===== src/hdl/sst_pkg.sv =====
// Shared types and codes for the membership set table.
// Used by sst_cell and membership_set_table; depends on nothing.
`default_nettype none

package sst_pkg;

  localparam int unsigned InDataBits  = 32;
  localparam int unsigned InUserBits  = 2;
  localparam int unsigned OutDataBits = 16;
  localparam int unsigned CountBits   = 7;

  typedef enum logic [1:0] {
    OP_INSERT = 2'd0,
    OP_REMOVE = 2'd1,
    OP_QUERY  = 2'd2
  } sst_op_e;

  typedef enum logic [1:0] {
    ST_IDLE,
    ST_SEARCH,
    ST_COMMIT
  } sst_state_e;

  // Search token that hops one cell per cycle along the chain.
  typedef struct packed {
    logic live;
    logic hit;
    logic free;
  } sst_wave_t;

  // Broadcast command from the controller to every cell.
  typedef struct packed {
    logic start;
    logic insert;
    logic remove;
  } sst_cmd_t;

endpackage

`default_nettype wire


===== src/hdl/membership_set_table.sv =====
// Membership set table: a bounded set of distinct values held in a chain of slot cells.
// Each beat inserts, removes or looks up one value and returns one result beat. The value is
// broadcast to all cells, and a search token then walks the chain one cell per cycle, picking
// up whether the value is held and where the lowest free slot is; a commit cycle then writes
// or clears that slot. A new item is accepted only after the previous one has committed,
// which waits on the token's walk through the CAPACITY cells and, when the output stalls,
// on the result register. An insert of a new value into a full table is refused and flagged.
// member_count reports the count modulo 128. Valid marks clear at reset; no clearing pass.
// Depends on sst_pkg and sst_cell.
`default_nettype none

module membership_set_table #(
  parameter int unsigned CAPACITY   = 64,
  parameter int unsigned VALUE_BITS = 32
) (
  input  wire logic        clk_i,
  input  wire logic        rst_ni,
  input  wire logic        s_axis_tvalid,
  output logic             s_axis_tready,
  input  wire logic [31:0] s_axis_tdata,  // [31:0] value
  input  wire logic [1:0]  s_axis_tuser,  // [1:0] operation
  output logic             m_axis_tvalid,
  input  wire logic        m_axis_tready,
  output logic [15:0]      m_axis_tdata   // [0] was_present, [7:1] member_count,
                                          // [8] insert_refused, [15:9] zero
);

  localparam int unsigned SB = (VALUE_BITS < sst_pkg::InDataBits) ? VALUE_BITS
                                                                  : sst_pkg::InDataBits;
  localparam int unsigned CW = $clog2(CAPACITY + 1);

  sst_pkg::sst_state_e state_q, state_d;
  logic                launch_q;
  logic [1:0]          op_q;
  logic [SB-1:0]       val_q;
  logic                hit_q;
  logic                free_q;
  logic [CW-1:0]       count_q, count_d;
  logic                out_valid_q;
  logic [15:0]         out_data_q;

  sst_pkg::sst_wave_t  wave [CAPACITY+1];
  sst_pkg::sst_cmd_t   cmd;

  logic                s_acc;
  logic                out_free;
  logic                do_commit;
  logic                is_insert;
  logic                is_remove;
  logic                refused;
  logic [CW+6:0]       cnt_ext;

  assign s_acc    = s_axis_tvalid && s_axis_tready;
  assign out_free = !out_valid_q || m_axis_tready;

  assign wave[0] = '{live: launch_q, hit: 1'b0, free: 1'b0};

  for (genvar i = 0; i < CAPACITY; i++) begin : g_cell
    sst_cell #(.VB(SB)) u_cell (
      .clk_i  (clk_i),
      .rst_ni (rst_ni),
      .value_i(val_q),
      .cmd_i  (cmd),
      .wave_i (wave[i]),
      .wave_o (wave[i+1])
    );
  end

  // Next state.
  always_comb begin
    state_d = state_q;
    unique case (state_q)
      sst_pkg::ST_IDLE: begin
        if (s_acc) state_d = sst_pkg::ST_SEARCH;
      end
      sst_pkg::ST_SEARCH: begin
        if (wave[CAPACITY].live) state_d = sst_pkg::ST_COMMIT;
      end
      sst_pkg::ST_COMMIT: begin
        if (out_free) state_d = sst_pkg::ST_IDLE;
      end
      default: state_d = sst_pkg::ST_IDLE;
    endcase
  end

  // Outputs of the state machine.
  always_comb begin
    s_axis_tready = 1'b0;
    do_commit     = 1'b0;
    unique case (state_q)
      sst_pkg::ST_IDLE:   s_axis_tready = 1'b1;
      sst_pkg::ST_SEARCH: ;
      sst_pkg::ST_COMMIT: do_commit = out_free;
      default: ;
    endcase
  end

  // Operation decode; the meaningless code behaves as a query.
  always_comb begin
    is_insert = 1'b0;
    is_remove = 1'b0;
    case (op_q)
      sst_pkg::OP_INSERT: is_insert = 1'b1;
      sst_pkg::OP_REMOVE: is_remove = 1'b1;
      sst_pkg::OP_QUERY:  ;
      default: ;
    endcase
  end

  assign refused    = is_insert && !hit_q && !free_q;
  assign cmd.start  = s_acc;
  assign cmd.insert = do_commit && is_insert && !hit_q && free_q;
  assign cmd.remove = do_commit && is_remove && hit_q;

  always_comb begin
    count_d = count_q;
    if (cmd.insert) begin
      count_d = count_q + CW'(1);
    end else if (cmd.remove) begin
      count_d = count_q - CW'(1);
    end
  end

  assign cnt_ext = {7'd0, count_d};

  always_ff @(posedge clk_i) begin
    if (s_acc) begin
      op_q  <= s_axis_tuser;
      val_q <= s_axis_tdata[SB-1:0];
    end
    if (wave[CAPACITY].live) begin
      hit_q  <= wave[CAPACITY].hit;
      free_q <= wave[CAPACITY].free;
    end
    if (do_commit) begin
      out_data_q <= {7'd0, refused, cnt_ext[6:0], hit_q};
    end
  end

  always_ff @(posedge clk_i or negedge rst_ni) begin
    if (!rst_ni) begin
      state_q     <= sst_pkg::ST_IDLE;
      launch_q    <= 1'b0;
      count_q     <= '0;
      out_valid_q <= 1'b0;
    end else begin
      state_q  <= state_d;
      launch_q <= s_acc;
      count_q  <= count_d;
      if (do_commit) begin
        out_valid_q <= 1'b1;
      end else if (m_axis_tready) begin
        out_valid_q <= 1'b0;
      end
    end
  end

  assign m_axis_tvalid = out_valid_q;
  assign m_axis_tdata  = out_data_q;

  // The table never holds more values than it has slots.
  a_count_bound: assert property (@(posedge clk_i) disable iff (!rst_ni)
    count_q <= CW'(CAPACITY))
    else $error("member count exceeds capacity");

  // The search token launched into the chain always reaches its far end.
  a_wave_exit: assert property (@(posedge clk_i) disable iff (!rst_ni)
    launch_q |-> ##CAPACITY wave[CAPACITY].live)
    else $error("search token lost in the chain");

  // A refused insert only happens on a full table and never for a held value.
  a_refuse_full: assert property (@(posedge clk_i) disable iff (!rst_ni)
    (do_commit && refused) |-> (!hit_q && count_q == CW'(CAPACITY)))
    else $error("insert refused with free slots");

  // An accepted insert of a new value raises the count by one.
  a_insert_count: assert property (@(posedge clk_i) disable iff (!rst_ni)
    cmd.insert |=> (count_q == $past(count_q) + CW'(1)))
    else $error("insert did not raise the count");

endmodule

`default_nettype wire


===== src/hdl/sst_cell.sv =====
// One slot of the membership set table: stored value, valid mark and search flags.
// Depends on sst_pkg for the wave and command structs.
`default_nettype none

module sst_cell #(
  parameter int unsigned VB = 32
) (
  input  wire logic              clk_i,
  input  wire logic              rst_ni,
  input  wire logic [VB-1:0]     value_i,
  input  wire sst_pkg::sst_cmd_t cmd_i,
  input  wire sst_pkg::sst_wave_t wave_i,
  output sst_pkg::sst_wave_t     wave_o
);

  logic [VB-1:0]      val_q;
  logic               valid_q;
  logic               hit_here_q;
  logic               first_free_q;
  sst_pkg::sst_wave_t wave_q;
  logic               match;

  assign match  = valid_q && (val_q == value_i);
  assign wave_o = wave_q;

  always_ff @(posedge clk_i) begin
    if (cmd_i.insert && first_free_q) begin
      val_q <= value_i;
    end
  end

  always_ff @(posedge clk_i or negedge rst_ni) begin
    if (!rst_ni) begin
      valid_q      <= 1'b0;
      hit_here_q   <= 1'b0;
      first_free_q <= 1'b0;
      wave_q       <= '0;
    end else begin
      wave_q.live <= wave_i.live;
      wave_q.hit  <= wave_i.hit | match;
      wave_q.free <= wave_i.free | ~valid_q;
      if (cmd_i.start) begin
        hit_here_q   <= 1'b0;
        first_free_q <= 1'b0;
      end else if (wave_i.live) begin
        hit_here_q <= match;
        // Only the lowest free slot claims the insert.
        first_free_q <= ~wave_i.free & ~valid_q;
      end
      if (cmd_i.insert && first_free_q) begin
        valid_q <= 1'b1;
      end else if (cmd_i.remove && hit_here_q) begin
        valid_q <= 1'b0;
      end
    end
  end

endmodule

`default_nettype wire


===== config.mk =====
export PLATFORM = sky130hd
export DESIGN_NAME = membership_set_table
export DESIGN_NICKNAME = d
export VERILOG_FILES = /design/src/hdl/sst_pkg.sv /design/src/hdl/membership_set_table.sv /design/src/hdl/sst_cell.sv
export SDC_FILE = /design/constraint.sdc
export NUM_CORES = 2
export LEC_CHECK = 0
export BUFFER_PORTS_ARGS = -buffer_cell sky130_fd_sc_hd__buf_2
export CORE_MARGIN = 10
export CORE_UTILIZATION = 50
export CTS_CLUSTER_SIZE = 30
export DETAILED_ROUTE_END_ITERATION = 10
export PLACE_DENSITY = 0.68
export SETUP_SLACK_MARGIN = 0.02
export SLEW_MARGIN = 10
export SYNTH_ARGS = -nofsm -noshare
export SYNTH_HDL_FRONTEND = slang
export SYNTH_SLANG_ARGS = --single-unit

===== constraint.sdc =====
create_clock -name clk_i -period 2.65 [get_ports clk_i]
set_clock_uncertainty 0.15 [all_clocks]
set_input_delay 0.53 -clock clk_i [delete_from_list [all_inputs] [get_ports clk_i]]
set_output_delay 0.53 -clock clk_i [all_outputs]
set_load 0.005 [all_outputs]

# [Word-level counts from Yosys, hierarchy flattened]
# Cells that the tools add are included.
[word_totals] regBits=2488 out_inout_bits=18
[op_classes] n_addsub=2 eq_ne=70 muxes=396 bitwise_logic=316 n_reduce_logical=336
[op_table] cell="$eq A32 B32 Y1" n=64
[op_table] cell="$mux W1" n=390
[op_table] cell="$reduce_bool A2 Y1" n=129
[op_table] cell="$logic_and A1 B1 Y1" n=200
[op_table] cell="$not A1 Y1" n=127
[op_table] cell="$or A1 B1 Y1" n=126
[op_table] cell="$and A1 B1 Y1" n=63
[op_table] cell="$mux W7" n=2
[op_table] cell="$add A7 B1 Y7 const B" n=1
[op_table] cell="$sub A7 B1 Y7 const B" n=1
[op_table] cell="$mux W2" n=3
[op_table] cell="$pmux W2 S3" n=1
[op_table] cell="$eq A2 B1 Y1 const B" n=2
[op_table] cell="$logic_not A2 Y1" n=2
[op_table] cell="$ne A2 B2 Y1 const B" n=2
[op_table] cell="$logic_not A1 Y1" n=3
[op_table] cell="$reduce_and A3 Y1" n=1
[op_table] cell="$eq A2 B2 Y1 const B" n=1
[op_table] cell="$ne A2 B1 Y1 const B" n=1
[op_table] cell="$logic_or A1 B1 Y1" n=1

# [Longest topological paths before layout]
[logic_depth] ltp_word=8 ltp_mapped=8 depth_no_buf=5

# [By module]
# From an unflattened synthesis, not the netlist that was laid out.
[hier_totals] hier_cells=6255 hier_area_um2=100271.2
[modules_own_cells] mod="sst_cell" n_inst=64 cells_each=96 area_each_um2=1535.2
[modules_own_cells] mod="membership_set_table" n_inst=1 cells_each=111 area_each_um2=2016.9

# [Least setup slack after synthesis]
# OpenSTA, ideal clock, no wires.
[synth_path] path_kind="reg-to-reg" from="register val_q[3]" to="register g_cell[0].u_cell.hit_here_q" setup_time_ns=0.092 arrival_time_ns=2.592 path_slack_ns=-0.184 path_stages_with_launch=7 n_path_buf=2 synth_period_minus_slack_ns=2.834 cell_sequence="edfxtp_1 buf_2 buf_2 xnor2_1 nand4_1 or4_4 o31ai_2"
[synth_between] elab_chain_len=4
[synth_rtl] element="start: declaration" line_no="membership_set_table.sv:35" rtl="logic [SB-1:0] val_q;"
[synth_rtl] element="start signal: assignment" line_no="membership_set_table.sv:129" rtl="val_q <= s_axis_tdata[SB-1:0];"
[synth_rtl] element="$eq A32 B32 Y1" line_no="sst_cell.sv:23" rtl="assign match = valid_q && (val_q == value_i);"
[synth_rtl] element="$logic_and A1 B1 Y1" line_no="sst_cell.sv:23"
[synth_rtl] element="$mux W1" line_no="sst_cell.sv:45" rtl="end else if (wave_i.live) begin"
[synth_rtl] element="$mux W1" line_no="sst_cell.sv:42" rtl="if (cmd_i.start) begin"
[synth_rtl] element="end signal: assignment" line_no="sst_cell.sv:46" rtl="hit_here_q <= match;"
[synth_rtl] element="end: declaration" line_no="sst_cell.sv:18" rtl="logic hit_here_q;"
# Every way passes these cells. The select of a mux whose other input is x is not followed.
# A chain may end at the register's enable or synchronous reset.

# [Worst setup path after layout]
[layout_path] from="register val_q[27]" to="register g_cell[63].u_cell.hit_here_q"
[layout_between] elab_chain_len=4
[layout_rtl] element="$eq A32 B32 Y1" line_no="sst_cell.sv:23"
[layout_rtl] element="$logic_and A1 B1 Y1" line_no="sst_cell.sv:23"
[layout_rtl] element="$mux W1" line_no="sst_cell.sv:45"
[layout_rtl] element="$mux W1" line_no="sst_cell.sv:42"
[layout_rtl] element="end signal: assignment" line_no="sst_cell.sv:46"
[layout_rtl] element="end: declaration" line_no="sst_cell.sv:18"
# Every way passes these cells. The select of a mux whose other input is x is not followed.

==> impl_metrics.toml <==
[outcome]
status = "complete, no violations"

[worst_setup_path]
critical_path_class = "register to register"
cp_slowest_stage_delay_ns = 0.41
cp.arrival_ns = 3.15
slowest_stage = "edfxtp_1"
cp_max_fo = 31
crit_required_ns = 3.28
end_kind = "register"
worstSetupStartpointType = "register"
crit_chain = "buf_4, buf_12, buf_4, xnor2_1, nand4_1, nor4_1, nand4_1, o21ai_1"

[final_layout]
drive_gt1_frac = 0.124
layout.cells.non_filler = 9731
areaGrowthSynthToFinish_pct = 16.8
nets = 6896

[logic_synthesis]
synthFlopType = "edfxtp_1"
syn_area_per_cell_sq_um = 15.9
async_flop_share = 0.159
seq_area_frac_synth = 0.720
yosysUniqueCellTypes = 47
synth-edff-count = 2093
syn_area_sq_mm = 0.101
postSynthCellCount = 6347
yosys_warnings = 0
ys_ff_latch = 2488

[cts]
insertion_delay_ns = 0.89
cts.sinks = 2488
cts-root-buf = "clkbuf_16"
cts.path.max_buffers = 3
cts_tree = "done"
htreeDepth = 4
cts_setup_buffers = 0
path_clk_slew_ns = 0.06
cts_buffers = 237

[detailed_routing]
routed_wl_um = 240000
wire_per_inst_um = 24.7
post-route-drc-count = 0
first_iter_violations = 5551
ant_nets = 0
via_per_inst = 5.52
drt_pass1_iterations = 6
vias = 53700

[global_routing]
grt_usage = 0.214
antenna_found_initial = 7
first_global_vias = 53900
grt_max_degree = 84
grt_overflow = 0
grt_first_pass_wirelength_um = 356000

[hold_path]
min_path_type = "primary input to asynchronous set/reset pin"

[timing]
hold_viol = 0
clock.fmax_mhz = 397
hold_ws_ns = 0.208
slew_headroom = 0.507
slew_violations = 0
rsz0062_at_grt = "no"
worstMarginPinSlew_ns = 0.736
finalCritPeriodShare = 0.951
fin_setup_tns_ns = 0
period_needed_ns = 2.52
setup_viol = 0
setup_ws_ns = 0.129

[run]
drv_cap = 0

[floorplanning]
die_y_um = 469
core_area_sq_mm = 0.200
io_pins = 56
fp.dieArea_sq_mm = 0.220
fp.dieW_um = 469
initial_core_util = 0.504
num_rows = 164

[place]
dp_slack_ns = 0.131
dp_cells = 9235
dp_hpwl_um = 146000
globalplace.congestion = 0.804
io_buffers = 48

[power]
p_per_area_mw_per_mm2 = 658
worst_ir_drop_vdd_uv = 686
leakage_nw = 39.3
power_mw = 77.6
-- critical path: cells and delay by family, from the launching register on --
| family | cells | cell delay [ns] |
|---|---|---|
| AOI/OAI and AO/OA | 1 | 0.19 |
| xor gates and xnor gates | 1 | 0.12 |
| buffers and inverters | 3 | 0.71 |
| DFF | 1 | 0.41 |
| and+or+nand+nor | 3 | 0.78 |
-- flip-flops by register name, indices dropped and copies added (netlist names) --
register	count
g_cell.u_cell.wave_o	192
hit_q	1
launch_q	1
g_cell.u_cell.hit_here_q	64
m_axis_tdata	9
free_q	1
val_q	32
count_q	7
op_q	2
g_cell.u_cell.first_free_q	64
g_cell.u_cell.valid_q	64
state_q	2
g_cell.u_cell.val_q	2048
m_axis_tvalid	1
-- per-stage QoR --
stage	instance area, sq um	utilization
2_1_floorplan	101000	-
3_3_place_gp	109000	0.546
3_5_place_dp	109000	0.546
4_1_cts	118000	0.589
5_1_grt	118000	0.589
6_report	118000	0.589
-- final cells by class --
| cell class | instances | area, sq um |
|---|---|---|
| Clock inverter | 130 | 1670 |
| Antenna cell | 2 | 5.00 |
| Tap cell | 2656 | 3320 |
| Timing Repair Buffer | 531 | 6670 |
| Clock buffer | 326 | 6580 |
| Multi-Input combinational cell | 3571 | 26900 |
| Fill cell | 15000 | 82300 |
| Inverter | 27 | 106 |
| Sequential cell | 2488 | 72700 |
-- where the power goes --
group	total [mW]	switching [mW]	leakage [nW]	internal [mW]
registers	42.0	0.0538	23.9	42.0
logic	0.333	0.207	11.4	0.126
clock network	35.2	14.9	3.98	20.3
total	77.6	15.2	39.3	62.4
-- per-layer routing --
metal  track usage  wire (um)  vias to the layer above
met2         0.347     115000                     1810
met3        0.0330      15400                      381
met4        0.0670       6980                        0
met1         0.298     103000                    27600
met5             0          0                        -
li1              -          -                    23900
-- path summary, 6_finish.rpt --
path | start | endpoint | slack (ns) | cells after the start
max | val_q[27]$_DFFE_PP_ | g_cell[63].u_cell.hit_here_q$_DFFE_PN0P_ | 0.13 | 8
min | rst_ni | g_cell[32].u_cell.wave_o[0]$_DFF_PN0_ | 0.21 | 3
max reg2reg | val_q[27]$_DFFE_PP_ | g_cell[63].u_cell.hit_here_q$_DFFE_PN0P_ | 0.13 | 8
min reg2reg | g_cell[63].u_cell.wave_o[0]$_DFF_PN0_ | free_q$_DFFE_PP_ | 0.26 | 0
max in group asynchronous | rst_ni | g_cell[48].u_cell.valid_q$_DFFE_PN0P_ | 1.58 | 3
min in group clk_i | s_axis_tdata[2] | val_q[2]$_DFFE_PP_ | 0.22 | 2
-- cells by family after synthesis --
family | synth area share
DFF | 0.720
xor gates and xnor gates | 0.176
and+or+nand+nor | 0.0721
buffers and inverters | 0.0140
AOI/OAI and AO/OA | 0.0110
muxes | 0.00654
adders and majority gates | 0.000248
other | 0.0000371
-- Yosys cell counts (all sizes together) (2+ instances only) --
| master | count | area (sq um) |
|---|---|---|
| a2111oi | 2 | 17.5 |
| a21o | 65 | 488 |
| a21oi | 5 | 25.0 |
| a222oi | 2 | 20.0 |
| and2 | 64 | 400 |
| buf | 231 | 1180 |
| clkbuf | 36 | 135 |
| dfrtp | 395 | 9880 |
| edfxtp | 2093 | 62900 |
| ha | 2 | 25.0 |
| inv | 27 | 101 |
| mux2i | 66 | 661 |
| nand2 | 189 | 709 |
| nand2b | 138 | 863 |
| nand3 | 60 | 300 |
| nand3b | 65 | 488 |
| nand4 | 382 | 2390 |
| nor2 | 143 | 537 |
| nor2b | 3 | 18.8 |
| nor3 | 64 | 325 |
| nor4 | 185 | 1160 |
| nor4b | 6 | 52.6 |
| o2111a | 2 | 22.5 |
| o2111ai | 4 | 35.0 |
| o211ai | 5 | 37.5 |
| o21ai | 69 | 345 |
| o22ai | 6 | 37.5 |
| o2bb2ai | 2 | 17.5 |
| o31ai | 2 | 20.0 |
| or4 | 3 | 26.3 |
| xnor2 | 1500 | 13100 |
| xor2 | 524 | 4590 |
-- cells in the final DEF (no fill, tap or decap), types with 7 or more instances in the layout --
| cell type | Yosys | routed |
|---|---|---|
| inv_1 | 24 | 23 |
| nor4_1 | 185 | 185 |
| o21ai_1 | 52 | 52 |
| xnor2_1 | 1500 | 1500 |
| clkbuf_1 | 36 | 60 |
| nand2_1 | 189 | 188 |
| dfrtp_1 | 395 | 395 |
| bufinv_16 | 0 | 29 |
| nand3_1 | 60 | 60 |
| buf_2 | 222 | 47 |
| clkinv_1 | 0 | 28 |
| clkbuf_16 | 0 | 239 |
| xor2_1 | 524 | 524 |
| o21ai_0 | 17 | 17 |
| nand4_1 | 382 | 382 |
| edfxtp_1 | 2093 | 2093 |
| mux2i_1 | 66 | 66 |
| buf_4 | 7 | 230 |
| clkbuf_8 | 0 | 27 |
| clkinvlp_4 | 0 | 16 |
| and2_1 | 64 | 60 |
| a21o_1 | 65 | 65 |
| nor3_1 | 63 | 63 |
| clkinv_2 | 0 | 35 |
| buf_12 | 0 | 216 |
| nand3b_1 | 65 | 65 |
| conb_1 | 1 | 7 |
| nor2_1 | 143 | 143 |
| nand2b_1 | 138 | 138 |
| dlygate4sd3_1 | 0 | 37 |
-- timing repair --
action                                 4_1_cts  5_1_grt
gates resized for setup                      0        0
endpoints found under the hold margin      428        0
hold buffers                                38        0
No activity file was read; power rests on OpenSTA's default activity.
